**config.mk**
```make
export PLATFORM = sky130hd
export DESIGN_NAME = matrix_vector_multiply_core
export DESIGN_NICKNAME = d
export VERILOG_FILES = /design/src/sv/mvm_pkg.sv /design/src/sv/mvm_vector_store.sv /design/src/sv/matrix_vector_multiply_core.sv
export SDC_FILE = /design/constraint.sdc
export NUM_CORES = 2
export LEC_CHECK = 0
export BUFFER_PORTS_ARGS = -buffer_cell sky130_fd_sc_hd__buf_2
export CAP_MARGIN = 20
export CORE_MARGIN = 2
export CORE_UTILIZATION = 50
export CTS_CLUSTER_SIZE = 28
export DETAILED_ROUTE_END_ITERATION = 10
export GPL_TIMING_DRIVEN = 0
export PLACE_DENSITY = 0.75
export SETUP_SLACK_MARGIN = 0.4
export SLEW_MARGIN = 20
export SYNTH_ARGS = -nofsm -noshare
export SYNTH_HDL_FRONTEND = slang
export SYNTH_SLANG_ARGS = --single-unit
```
**constraint.sdc**
```tcl
create_clock -name clk -period 13.1 [get_ports clk]
set_input_delay 1.31 -clock clk [delete_from_list [all_inputs] [get_ports clk]]
set_output_delay 1.31 -clock clk [all_outputs]
set_load 0.02 [all_outputs]
```
**src/sv/mvm_pkg.sv**
```systemverilog
// ----------------------------------------------------------------------------
// mvm_pkg
// Shared constants, codes and helpers of the matrix-vector multiply core.
// ----------------------------------------------------------------------------
package mvm_pkg;

    localparam int DEFAULT_MAX_COLUMNS = 256;
    localparam int DEFAULT_MAX_ROWS    = 256;

    localparam int ELEMENT_W = 16;
    localparam int PRODUCT_W = 32;
    localparam int SUM_W     = 48;
    localparam int COUNT_W   = 9;
    localparam int ROW_NUM_W = 8;
    localparam int APB_DATA_W = 32;
    localparam int APB_ADDR_W = 3;

    localparam logic [COUNT_W-1:0] ROW_COUNT_RESET    = 9'd16;
    localparam logic [COUNT_W-1:0] COLUMN_COUNT_RESET = 9'd16;

    localparam logic OP_LOAD_VECTOR    = 1'b0;
    localparam logic OP_MATRIX_ELEMENT = 1'b1;

    localparam logic REG_ROW_COUNT    = 1'b0;
    localparam logic REG_COLUMN_COUNT = 1'b1;

    // Maps a programmed count onto 1..maxv.
    function automatic logic [31:0] clamp_count(input logic [COUNT_W-1:0] v,
                                                input int maxv);
        logic [31:0] wide;
        wide = 32'(v);
        if (wide == 32'd0)
        begin
            return 32'd1;
        end
        if (wide > 32'(maxv))
        begin
            return 32'(maxv);
        end
        return wide;
    endfunction

endpackage

```
**src/sv/mvm_vector_store.sv**
```systemverilog
// ----------------------------------------------------------------------------
// mvm_vector_store
// Single-port-write, single-port-read vector memory with registered read data.
// ----------------------------------------------------------------------------
module mvm_vector_store #(
    parameter int DEPTH  = mvm_pkg::DEFAULT_MAX_COLUMNS,
    parameter int ADDR_W = (DEPTH > 1) ? $clog2(DEPTH) : 1
) (
    input  logic                           clk,
    input  logic                           wr_en,
    input  logic [ADDR_W-1:0]              wr_addr,
    input  logic [mvm_pkg::ELEMENT_W-1:0]  wr_data,
    input  logic                           rd_en,
    input  logic [ADDR_W-1:0]              rd_addr,
    output logic [mvm_pkg::ELEMENT_W-1:0]  rd_data
);

    logic [mvm_pkg::ELEMENT_W-1:0] mem [DEPTH];
    logic [mvm_pkg::ELEMENT_W-1:0] rd_data_reg;

    always_ff @(posedge clk)
    begin
        if (wr_en)
        begin
            mem[wr_addr] <= wr_data;
        end
    end

    always_ff @(posedge clk)
    begin
        if (rd_en)
        begin
            rd_data_reg <= mem[rd_addr];
        end
    end

    assign rd_data = rd_data_reg;

endmodule

```
**src/sv/matrix_vector_multiply_core.sv**
```systemverilog
// A matrix element that ends a row shows its dot product once it has passed stage 1, stage 2 and the output register.
// Throughput: one request per cycle while in_stall is low, vector loads and matrix elements alike.
// The pipeline is vector memory read, 16x16 multiply, then 48-bit accumulate into the output.
// Reset clears the counters, the accumulator, the pipeline and sets both counts to 16.
// The vector memory is not cleared; entries must be loaded before they are used.
// ----------------------------------------------------------------------------
// matrix_vector_multiply_core
// Streams a vector into memory, then multiplies matrix rows against it.
// ----------------------------------------------------------------------------
module matrix_vector_multiply_core #(
    parameter int MAX_COLUMNS = mvm_pkg::DEFAULT_MAX_COLUMNS,
    parameter int MAX_ROWS    = mvm_pkg::DEFAULT_MAX_ROWS
) (
    input  logic                                clk,
    input  logic                                rst_n,
    input  logic                                in_valid,
    output logic                                in_stall,
    input  logic                                opcode,
    input  logic signed [mvm_pkg::ELEMENT_W-1:0] element_value,
    output logic                                out_valid,
    input  logic                                out_stall,
    output logic [mvm_pkg::ROW_NUM_W-1:0]       row_number,
    output logic signed [mvm_pkg::SUM_W-1:0]    dot_product,
    output logic                                last_row,
    input  logic                                psel,
    input  logic                                penable,
    input  logic                                pwrite,
    input  logic [mvm_pkg::APB_ADDR_W-1:0]      paddr,
    input  logic [mvm_pkg::APB_DATA_W-1:0]      pwdata,
    output logic [mvm_pkg::APB_DATA_W-1:0]      prdata,
    output logic                                pready
);

    localparam int ADDR_W = (MAX_COLUMNS > 1) ? $clog2(MAX_COLUMNS) : 1;
    localparam int CNT_W  = $clog2(MAX_COLUMNS + 1);
    localparam int ROW_W  = (MAX_ROWS > 1) ? $clog2(MAX_ROWS) : 1;

    logic [mvm_pkg::COUNT_W-1:0] row_count_reg;
    logic [mvm_pkg::COUNT_W-1:0] column_count_reg;
    logic                        cfg_write;

    logic [CNT_W-1:0]  fill_reg;
    logic [CNT_W-1:0]  fill_next;
    logic [ADDR_W-1:0] col_reg;
    logic [ADDR_W-1:0] col_next;
    logic [ROW_W-1:0]  row_reg;
    logic [ROW_W-1:0]  row_next;

    logic [31:0]      cols;
    logic [31:0]      rows;
    logic [CNT_W-1:0] fill_base;
    logic             accept;
    logic             is_matrix;
    logic             col_end;
    logic             row_last;

    logic             store_wr_en;
    logic             store_rd_en;
    logic [mvm_pkg::ELEMENT_W-1:0] store_rd_data;

    logic                                 s1_valid_reg;
    logic signed [mvm_pkg::ELEMENT_W-1:0] s1_value_reg;
    logic                                 s1_end_reg;
    logic                                 s1_last_reg;
    logic [mvm_pkg::ROW_NUM_W-1:0]        s1_row_reg;

    logic                                 s2_valid_reg;
    logic signed [mvm_pkg::PRODUCT_W-1:0] s2_product_reg;
    logic                                 s2_end_reg;
    logic                                 s2_last_reg;
    logic [mvm_pkg::ROW_NUM_W-1:0]        s2_row_reg;

    logic signed [mvm_pkg::SUM_W-1:0] acc_reg;
    logic signed [mvm_pkg::SUM_W-1:0] acc_sum;

    logic                             out_valid_reg;
    logic signed [mvm_pkg::SUM_W-1:0] out_sum_reg;
    logic [mvm_pkg::ROW_NUM_W-1:0]    out_row_reg;
    logic                             out_last_reg;

    logic out_ready;
    logic s2_go;
    logic s2_free;
    logic s1_go;
    logic s1_free;

    // Configuration port.
    assign pready    = 1'b1;
    assign cfg_write = psel && penable && pwrite && pready;

    always_ff @(posedge clk or negedge rst_n)
    begin
        if (!rst_n)
        begin
            row_count_reg    <= mvm_pkg::ROW_COUNT_RESET;
            column_count_reg <= mvm_pkg::COLUMN_COUNT_RESET;
        end
        else if (cfg_write)
        begin
            unique case (paddr[2])
                mvm_pkg::REG_ROW_COUNT:    row_count_reg    <= pwdata[mvm_pkg::COUNT_W-1:0];
                mvm_pkg::REG_COLUMN_COUNT: column_count_reg <= pwdata[mvm_pkg::COUNT_W-1:0];
                default:                   row_count_reg    <= row_count_reg;
            endcase
        end
    end

    always_comb
    begin
        unique case (paddr[2])
            mvm_pkg::REG_ROW_COUNT:    prdata = mvm_pkg::APB_DATA_W'(row_count_reg);
            mvm_pkg::REG_COLUMN_COUNT: prdata = mvm_pkg::APB_DATA_W'(column_count_reg);
            default:                   prdata = '0;
        endcase
    end

    // Pipeline flow control.
    assign out_ready = !out_valid_reg || !out_stall;
    assign s2_go     = s2_valid_reg && (!s2_end_reg || out_ready);
    assign s2_free   = !s2_valid_reg || s2_go;
    assign s1_go     = s1_valid_reg && s2_free;
    assign s1_free   = !s1_valid_reg || s1_go;
    assign in_stall  = !s1_free;
    assign accept    = in_valid && !in_stall;
    assign is_matrix = (opcode == mvm_pkg::OP_MATRIX_ELEMENT);

    // Request decode and position bookkeeping.
    always_comb
    begin
        cols      = mvm_pkg::clamp_count(column_count_reg, MAX_COLUMNS);
        rows      = mvm_pkg::clamp_count(row_count_reg, MAX_ROWS);
        fill_base = (32'(fill_reg) >= cols) ? '0 : fill_reg;
        col_end   = (32'(col_reg) + 32'd1) >= cols;
        row_last  = (32'(row_reg) + 32'd1) >= rows;

        fill_next = fill_reg;
        col_next  = col_reg;
        row_next  = row_reg;
        if (accept && !is_matrix)
        begin
            fill_next = fill_base + CNT_W'(1);
        end
        if (accept && is_matrix)
        begin
            if (col_end)
            begin
                col_next = '0;
                row_next = row_last ? '0 : row_reg + ROW_W'(1);
            end
            else
            begin
                col_next = col_reg + ADDR_W'(1);
            end
        end
    end

    always_ff @(posedge clk or negedge rst_n)
    begin
        if (!rst_n)
        begin
            fill_reg <= '0;
            col_reg  <= '0;
            row_reg  <= '0;
        end
        else
        begin
            fill_reg <= fill_next;
            col_reg  <= col_next;
            row_reg  <= row_next;
        end
    end

    assign store_wr_en = accept && !is_matrix;
    assign store_rd_en = accept && is_matrix;

    mvm_vector_store #(
        .DEPTH  (MAX_COLUMNS),
        .ADDR_W (ADDR_W)
    ) u_vector_store (
        .clk     (clk),
        .wr_en   (store_wr_en),
        .wr_addr (fill_base[ADDR_W-1:0]),
        .wr_data (element_value),
        .rd_en   (store_rd_en),
        .rd_addr (col_reg),
        .rd_data (store_rd_data)
    );

    // Stage 1: memory read in flight.
    always_ff @(posedge clk or negedge rst_n)
    begin
        if (!rst_n)
        begin
            s1_valid_reg <= 1'b0;
        end
        else if (s1_free)
        begin
            s1_valid_reg <= store_rd_en;
        end
    end

    always_ff @(posedge clk)
    begin
        if (store_rd_en)
        begin
            s1_value_reg <= element_value;
            s1_end_reg   <= col_end;
            s1_last_reg  <= row_last;
            s1_row_reg   <= mvm_pkg::ROW_NUM_W'(row_reg);
        end
    end

    // Stage 2: product.
    always_ff @(posedge clk or negedge rst_n)
    begin
        if (!rst_n)
        begin
            s2_valid_reg <= 1'b0;
        end
        else if (s2_free)
        begin
            s2_valid_reg <= s1_go;
        end
    end

    always_ff @(posedge clk)
    begin
        if (s1_go)
        begin
            s2_product_reg <= s1_value_reg * $signed(store_rd_data);
            s2_end_reg     <= s1_end_reg;
            s2_last_reg    <= s1_last_reg;
            s2_row_reg     <= s1_row_reg;
        end
    end

    // Stage 3: accumulate and present the row result.
    assign acc_sum = acc_reg + {{(mvm_pkg::SUM_W - mvm_pkg::PRODUCT_W){s2_product_reg[
        mvm_pkg::PRODUCT_W-1]}}, s2_product_reg};

    always_ff @(posedge clk or negedge rst_n)
    begin
        if (!rst_n)
        begin
            acc_reg       <= '0;
            out_valid_reg <= 1'b0;
        end
        else
        begin
            if (s2_go)
            begin
                acc_reg <= s2_end_reg ? '0 : acc_sum;
            end
            if (out_ready)
            begin
                out_valid_reg <= s2_go && s2_end_reg;
            end
        end
    end

    always_ff @(posedge clk)
    begin
        if (s2_go && s2_end_reg)
        begin
            out_sum_reg  <= acc_sum;
            out_row_reg  <= s2_row_reg;
            out_last_reg <= s2_last_reg;
        end
    end

    assign out_valid   = out_valid_reg;
    assign dot_product = out_sum_reg;
    assign row_number  = out_row_reg;
    assign last_row    = out_last_reg;

endmodule

```
# Word level (Yosys, flattened, before mapping)
# Memory sizes are Yosys's and may differ from the RTL's. A register that Yosys moved wholly into a read port is not among the register bits.
# Cells that the tools add are included.
[op_classes]
n_addsub = 6
multipliers = 1
n_div = 0
n_lt_le_gt_ge = 5
n_eq_ne = 0
shifts = 0
n_mux = 21
n_bitwise = 1
reduce_logical = 24
[op_table]
columns = ["op", "count"]
rows = [
  ["32-bit two-way mux", 8],
  ["9-bit by 32-bit >= comparator with 1-bit output", 3],
  ["32-bit case mux with 2 select lines", 1],
  ["48-bit adder", 1],
  ["48-bit two-way mux", 1],
  ["16-bit by 16-bit multiplier with 32-bit output", 1],
  ["8-bit by 1-bit adder with 9-bit output, second input constant", 2],
  ["9-bit greater-than comparator, second input constant", 2],
  ["9-bit zero test", 2],
  ["8-bit by 1-bit adder with 8-bit output, second input constant", 2],
  ["8-bit two-way mux", 2],
  ["9-bit by 1-bit adder with 9-bit output, second input constant", 1],
  ["9-bit two-way mux", 1],
  ["1-bit logical AND", 8],
  ["1-bit two-way mux", 8],
  ["1-bit zero test", 7],
  ["2-bit AND reduction", 3],
  ["1-bit logical OR", 4],
  ["1-bit inverter", 1],
]
[word_totals]
reg_bits = 219
latchBits = 0
ram_bits = 4096
romBits = 0
input_bits = 59
out_inout_bits = 92
wordCells = 79
memories = 1
[mem_list]
columns = ["memory", "depth", "word_bits", "read_ports", "rd_ports_with_merged_regs", "wr", "line_no", "text"]
rows = [
  ["u_vector_store.mem", 256, 16, 1, 1, 1, "mvm_vector_store.sv:18", "logic [mvm_pkg::ELEMENT_W-1:0] mem [DEPTH];"],
]

# Longest topological paths before layout
[depth]
word_depth = 11
mapped_depth = 25
depth_no_buf = 23

# By module
# Synthesis repeated with hierarchy kept, for this count alone.
[unflattened]
hier_cells = 9405
area_unflattened_um2 = 179928.8
[modules_own_cells]
columns = ["module", "instances", "cells_each", "area_each_um2", "seq_area_each_um2"]
rows = [
  ["mvm_vector_store", 1, 7360, 158874.9, 123478.4],
  ["matrix_vector_multiply_core", 1, 2045, 21053.9, 6108.4],
]

# Worst setup path before layout
# No wires, ideal clock.
[synth_timing]
path_type = "register -> register"
startpoint = "register u_vector_store.rd_data_reg (netlist bit u_vector_store.rd_data[7]) (read register of u_vector_store.mem)"
endpoint = "register s2_product_reg[25] (netlist name), data pin"
setup_ns = 0.259
arrival_time_ns = 6.162
slack_ns = 6.679
path_stages_with_launch = 26
path_buffers = 2
cell_sequence = "edfxtp_1 > clkbuf_1 > nand2_1 > fa_1 > inv_1 > fa_1 > inv_1 > fa_1 > inv_1 > fa_1 > fa_1 > inv_1 > fa_1 > inv_1 > ha_1 > clkbuf_1 > a21o_1 > a21oi_1 > o221ai_1 > a21o_1 > a221oi_1 > o21ba_2 > o21ai_0 > a21o_1 > a21oi_1 > xnor2_1"
[synth_via]
elab_chain_len = 1
[synth_lines]
columns = ["item", "line_no", "text"]
rows = [
  ["start, declared", "mvm_vector_store.sv:19", "logic [mvm_pkg::ELEMENT_W-1:0] rd_data_reg;"],
  ["16-bit by 16-bit multiplier with 32-bit output", "matrix_vector_multiply_core.sv:230", "s2_product_reg <= s1_value_reg * $signed(store_rd_data);"],
  ["end signal, assigned", "matrix_vector_multiply_core.sv:230", ""],
  ["end, declared", "matrix_vector_multiply_core.sv:68", "logic signed [mvm_pkg::PRODUCT_W-1:0] s2_product_reg;"],
]
# Every way passes these cells.
# A chain may end at the register's enable or synchronous reset.

# Final worst setup path
[layout_timing]
startpoint = "register column_count_reg[5] (netlist name)"
endpoint = "memory u_vector_store.mem[123][2] (netlist name), enable pin"
[layout_via]
elab_chain_len = 7
[layout_lines]
columns = ["item", "line_no", "text"]
rows = [
  ["start, declared", "matrix_vector_multiply_core.sv:39", "logic [mvm_pkg::COUNT_W-1:0] column_count_reg;"],
  ["start signal, assigned", "matrix_vector_multiply_core.sv:96", "column_count_reg <= mvm_pkg::COLUMN_COUNT_RESET;"],
  ["start signal, assigned", "matrix_vector_multiply_core.sv:102", "mvm_pkg::REG_COLUMN_COUNT: column_count_reg <= pwdata[mvm_pkg::COUNT_W-1:0];"],
  ["9-bit greater-than comparator", "mvm_pkg.sv:36", "if (wide > 32'(maxv))"],
  ["1-bit two-way mux (2 in series)", "mvm_pkg.sv:36", ""],
  ["32-bit two-way mux", "mvm_pkg.sv:40", "return wide;"],
  ["32-bit two-way mux (*)", "mvm_pkg.sv:36", ""],
  ["9-bit by 32-bit >= comparator with 1-bit output (*)", "matrix_vector_multiply_core.sv:132", "fill_base = (32'(fill_reg) >= cols) ? '0 : fill_reg;"],
  ["9-bit two-way mux (*)", "matrix_vector_multiply_core.sv:132", ""],
  ["end, declared", "mvm_vector_store.sv:18", ""],
]
# Mark *: on every way between the ends. The rest lies on a longest branch, timed or not. The select of a mux whose other input is x is not followed.

==> impl_summary.md <==
Synthesis
Dividing the synthesized area by the synthesized cell count gives 21.8 um^2. The number of warnings reported in the yosys synthesis log is 0. The gate count of the mapped netlist is 8175. By area, the combinational part of the netlist is dominated by multiplexers. Among all flip-flop cells after synthesis, the most frequent one is sky130_fd_sc_hd__edfxtp_1.

For this run, asynchronously set or reset flops after synthesis account for 0.0217. Of the post-synthesis cell area, the part taken by muxes is 0.174. The compound-gate portion of the synthesized area was 0.0132. The synthesized cell area is 178000 um^2. After synthesis the netlist holds a flip-flop and latch count of 4331. The portion of the post-synthesis area used by sequential elements is 0.728. The count of flip-flops with a built-in enable after synthesis is 4237. The share of synthesized cell area in and, or, nand and nor gates is 0.0213. The XOR/XNOR share of the synthesized area is 0.00443. Of the total synthesized cell area, the portion taken by full adders, half adders and majority gates is 0.0410. The distinct cell type count of the synthesized netlist is 67.

Floorplan
For this configuration, the core starts out at a cell density of 0.501. The width of the die is 601 um. For this design the top-level I/O count stands at 151.

The number of rows in the core area is 219. The total die area is 361000 um^2. Measured along the y axis, the die boundary spans 601 um. The placeable core region is 355000 um^2.

STA
The clock skew is 58.1 ps. Measured against its own limit, the worst slew margin works out to 0.152. The number of pins exceeding their max-slew limit in the final report is 0. In the finished design, the share of the clock period the worst path needs comes to 0.575. The final-layout setup total negative slack is 0 ps.

Setup violations remaining at the end of the flow were counted as 0. Setup repair after global routing left no endpoint under its margin. Static timing analysis puts the maximum clock frequency at 133 MHz.

The count of endpoints failing hold in the final timing report is 0. Once routing completed, OpenROAD measured the worst setup slack at 5570 ps. After layout, the minimum clock period comes to 7530 ps. For the pin with the worst max-slew slack, the measured transition is 1270 ps.

Layout
The register with the most flip-flops in the layout has 4096 of them. The utilization after layout is 0.573. The number of nets in the layout is 9487.

The number of inserted filler cells in the final layout is 24500. The most frequent standard cell in the layout excluding fill and tap cells is sky130_fd_sc_hd__edfxtp_1. In the final layout, the share of cells above drive strength 1 is 0.304.

The layout overhead on the synthesized area is 14.4%. In the layout the commonest cells are 4237 x sky130_fd_sc_hd__edfxtp_1, 1360 x sky130_fd_sc_hd__mux4_2, 419 x sky130_fd_sc_hd__clkbuf_16, 315 x sky130_fd_sc_hd__inv_1, 312 x sky130_fd_sc_hd__clkbuf_1.

Setup path
The largest stage delay on the critical path is 870 ps. STA classifies the critical path startpoint as a register. The most common cell type on the critical path is sky130_fd_sc_hd__a21o_1.

The register-to-register setup slack is 5570 ps. The critical register-to-register path startpoint is column_count_reg[5]. The cell at the slowest stage of the critical path is sky130_fd_sc_hd__nand4_1. The worst register-to-register path has a depth of 21. The worst register-to-register path ends at u_vector_store.mem[123][2]. The buffering stage count on the worst path with inverters included is 5. The launching instance or port of the critical path is column_count_reg[5]. The signal on the critical path passes through nor4_1 > a21oi_1 > nor2_1 > ha_1 > nand2b_1 > a21o_1 > a21o_1 > a21o_1 > a21o_1 > a21oi_1 > o21ai_1 > nand2_1 > clkbuf_1 > nand2_1 > inv_1 > ha_1 > clkbuf_1 > nand4_1 > clkbuf_2 > buf_16 > nor2_2.

The path type of the worst setup path is reg -> reg. The required arrival time at the worst endpoint is 13730 ps. The family of cells with the greatest summed delay on the critical path is simple AND/OR/NAND/NOR gates. The element type at the critical path end is a register. The arrival time at the worst endpoint is 8160 ps. In this run the worst path has a maximum fanout of 16.

Route
The routed via count divided by cell count is 6.50. Summed over all layers, the routed wires come to 495 mm. The routed length per placed instance is 35.1 um.

The post-route antenna net violation count is 0. The routed layout has 91700 vias. The number of design rule violations left after detail routing is 0.

The number of detailed-route iterations in the first pass is 8. The count of routing violations after the opening detailed-route iteration is 14500.

CTS
The clock drives 4331 sinks. The number of hold buffers added after CTS was 0. The clock buffer count from CTS is 412. The cell at the root of the clock tree is sky130_fd_sc_hd__clkbuf_16. In this run the post-CTS setup repair buffer count came out at 0. The clock-pin slew on the worst setup and hold paths is 60 ps. TritonCTS built the clock tree. The quantity of gates resized following cts is 0.

The source-to-sink clock delay at the later pin of the worst-skew pair is 1030 ps. Counting along the longest clock path gives a buffer depth of 4. The CTS H-tree depth is 5.

Power and ir drop
The overall power is 56.0 mW. For this design the static power due to leakage is 65.7 nW. The worst-case IR drop observed on VDD is 0.00103 V. In this run the power density over the cells is 275 nW/um^2.

Global route
In the global route stage, overall resource usage came out at 0.272. The number of antenna violations at the first check in global routing is 38. The number of global-route vias before repair is 91600. Entering global routing, the biggest net connects 134 pins.

The first-pass GRT wire length is 695 mm. The leftover overflow at the end of global routing is 0.

Placed design
Routability-driven placement finished with a final weighted congestion of 0.922. The placed wire-length estimate is 327 mm. Prior to clock tree synthesis, the placed netlist has a worst setup slack of 5690 ps. The count of buffers added on input and output ports is 101.

Flow run
The max capacitance violation total is 0.

Worst hold path
The path type of the worst min-delay path is in -> async.

Run status
The flow ran to the end, and the final reports show no timing, DRC or antenna violations.
## worst reg2reg max path: cells and delay by family (launching register included)
kind / cells / cell delay (ps)
and+or+nand+nor: 7 / 2940
buffers and inverters: 5 / 2200
AOI/OAI and AO/OA: 7 / 1020
DFF: 1 / 550
adders and majority gates: 2 / 430
## stage by stage
step,std cells,instance area [um^2],hold WS [ps]
2_1_floorplan,8197,178000,400
3_3_place_gp,13000,184000,410
3_5_place_dp,13300,190000,405
4_1_cts,14100,203000,209
5_1_grt,14100,203000,250
6_report,14100,203000,234
## where the power goes
part	internal, mW	switching [mW]
clock network	6.76	5.29
logic	11.2	16.1
registers	16.4	0.213
total	34.4	21.6
## layer usage
layer / vias up / wire length [um] / track usage
met3: 1266 / 60400 / 0.0730
met2: 7012 / 233000 / 0.426
met4: 24 / 31900 / 0.145
li1: 35300 / - / -
met1: 48200 / 169000 / 0.351
met5: - / 312 / 0
## worst max-delay path by stage
stage | depth (start not counted) | endpoint
final | 21 | u_vector_store.mem[123][2]
after global routing | 23 | s2_product_reg[31]
after CTS | 25 | s2_product_reg[31]
after detailed placement | 23 | s2_product_reg[31]
after global placement | 21 | u_vector_store.mem[207][0]
after floorplan | 25 | s2_product_reg[25]
## Yosys cell counts (32+ instances only)
library cell               count  area (um^2)
sky130_fd_sc_hd__xnor2_1      60          526
sky130_fd_sc_hd__a21o_1       53          398
sky130_fd_sc_hd__nand3_1      42          210
sky130_fd_sc_hd__nand2_1     215          807
sky130_fd_sc_hd__buf_2       102          510
sky130_fd_sc_hd__dfrtp_1      92         2300
sky130_fd_sc_hd__nor2_1      324         1220
sky130_fd_sc_hd__mux4_2     1360        30600
sky130_fd_sc_hd__inv_1       315         1180
sky130_fd_sc_hd__a21oi_1      82          410
sky130_fd_sc_hd__and2_1      136          851
sky130_fd_sc_hd__ha_1        162         2030
sky130_fd_sc_hd__clkbuf_1    294         1100
sky130_fd_sc_hd__edfxtp_1   4237       127000
sky130_fd_sc_hd__nand4_1      32          200
sky130_fd_sc_hd__o21ai_0      61          305
sky130_fd_sc_hd__fa_1        263         5270
sky130_fd_sc_hd__a22o_1       49          429
## cell type report
| class | instances | area, um^2 | area share |
|---|---|---|---|
| clock inverters | 262 | 2740 | 0.0135 |
| inverters | 317 | 1190 | 0.00585 |
| well taps | 4751 | 5940 | 0.0292 |
| diodes | 22 | 55.1 | 0.000271 |
| repair buffers | 392 | 5220 | 0.0256 |
| flip-flops and latches | 4331 | 130000 | 0.637 |
| multi-input cells | 3110 | 46000 | 0.226 |
| clock buffers | 493 | 10800 | 0.0529 |
| plain buffers | 439 | 1980 | 0.00975 |
## cell families after synthesis
kind of cell | Yosys count
AOI/OAI and AO/OA | 344
xor gates and xnor gates | 90
adders and majority gates | 425
buffers and inverters | 756
DFF | 4331
muxes | 1395
other | 2
and+or+nand+nor | 832
Power figures use the tool's default switching activity.
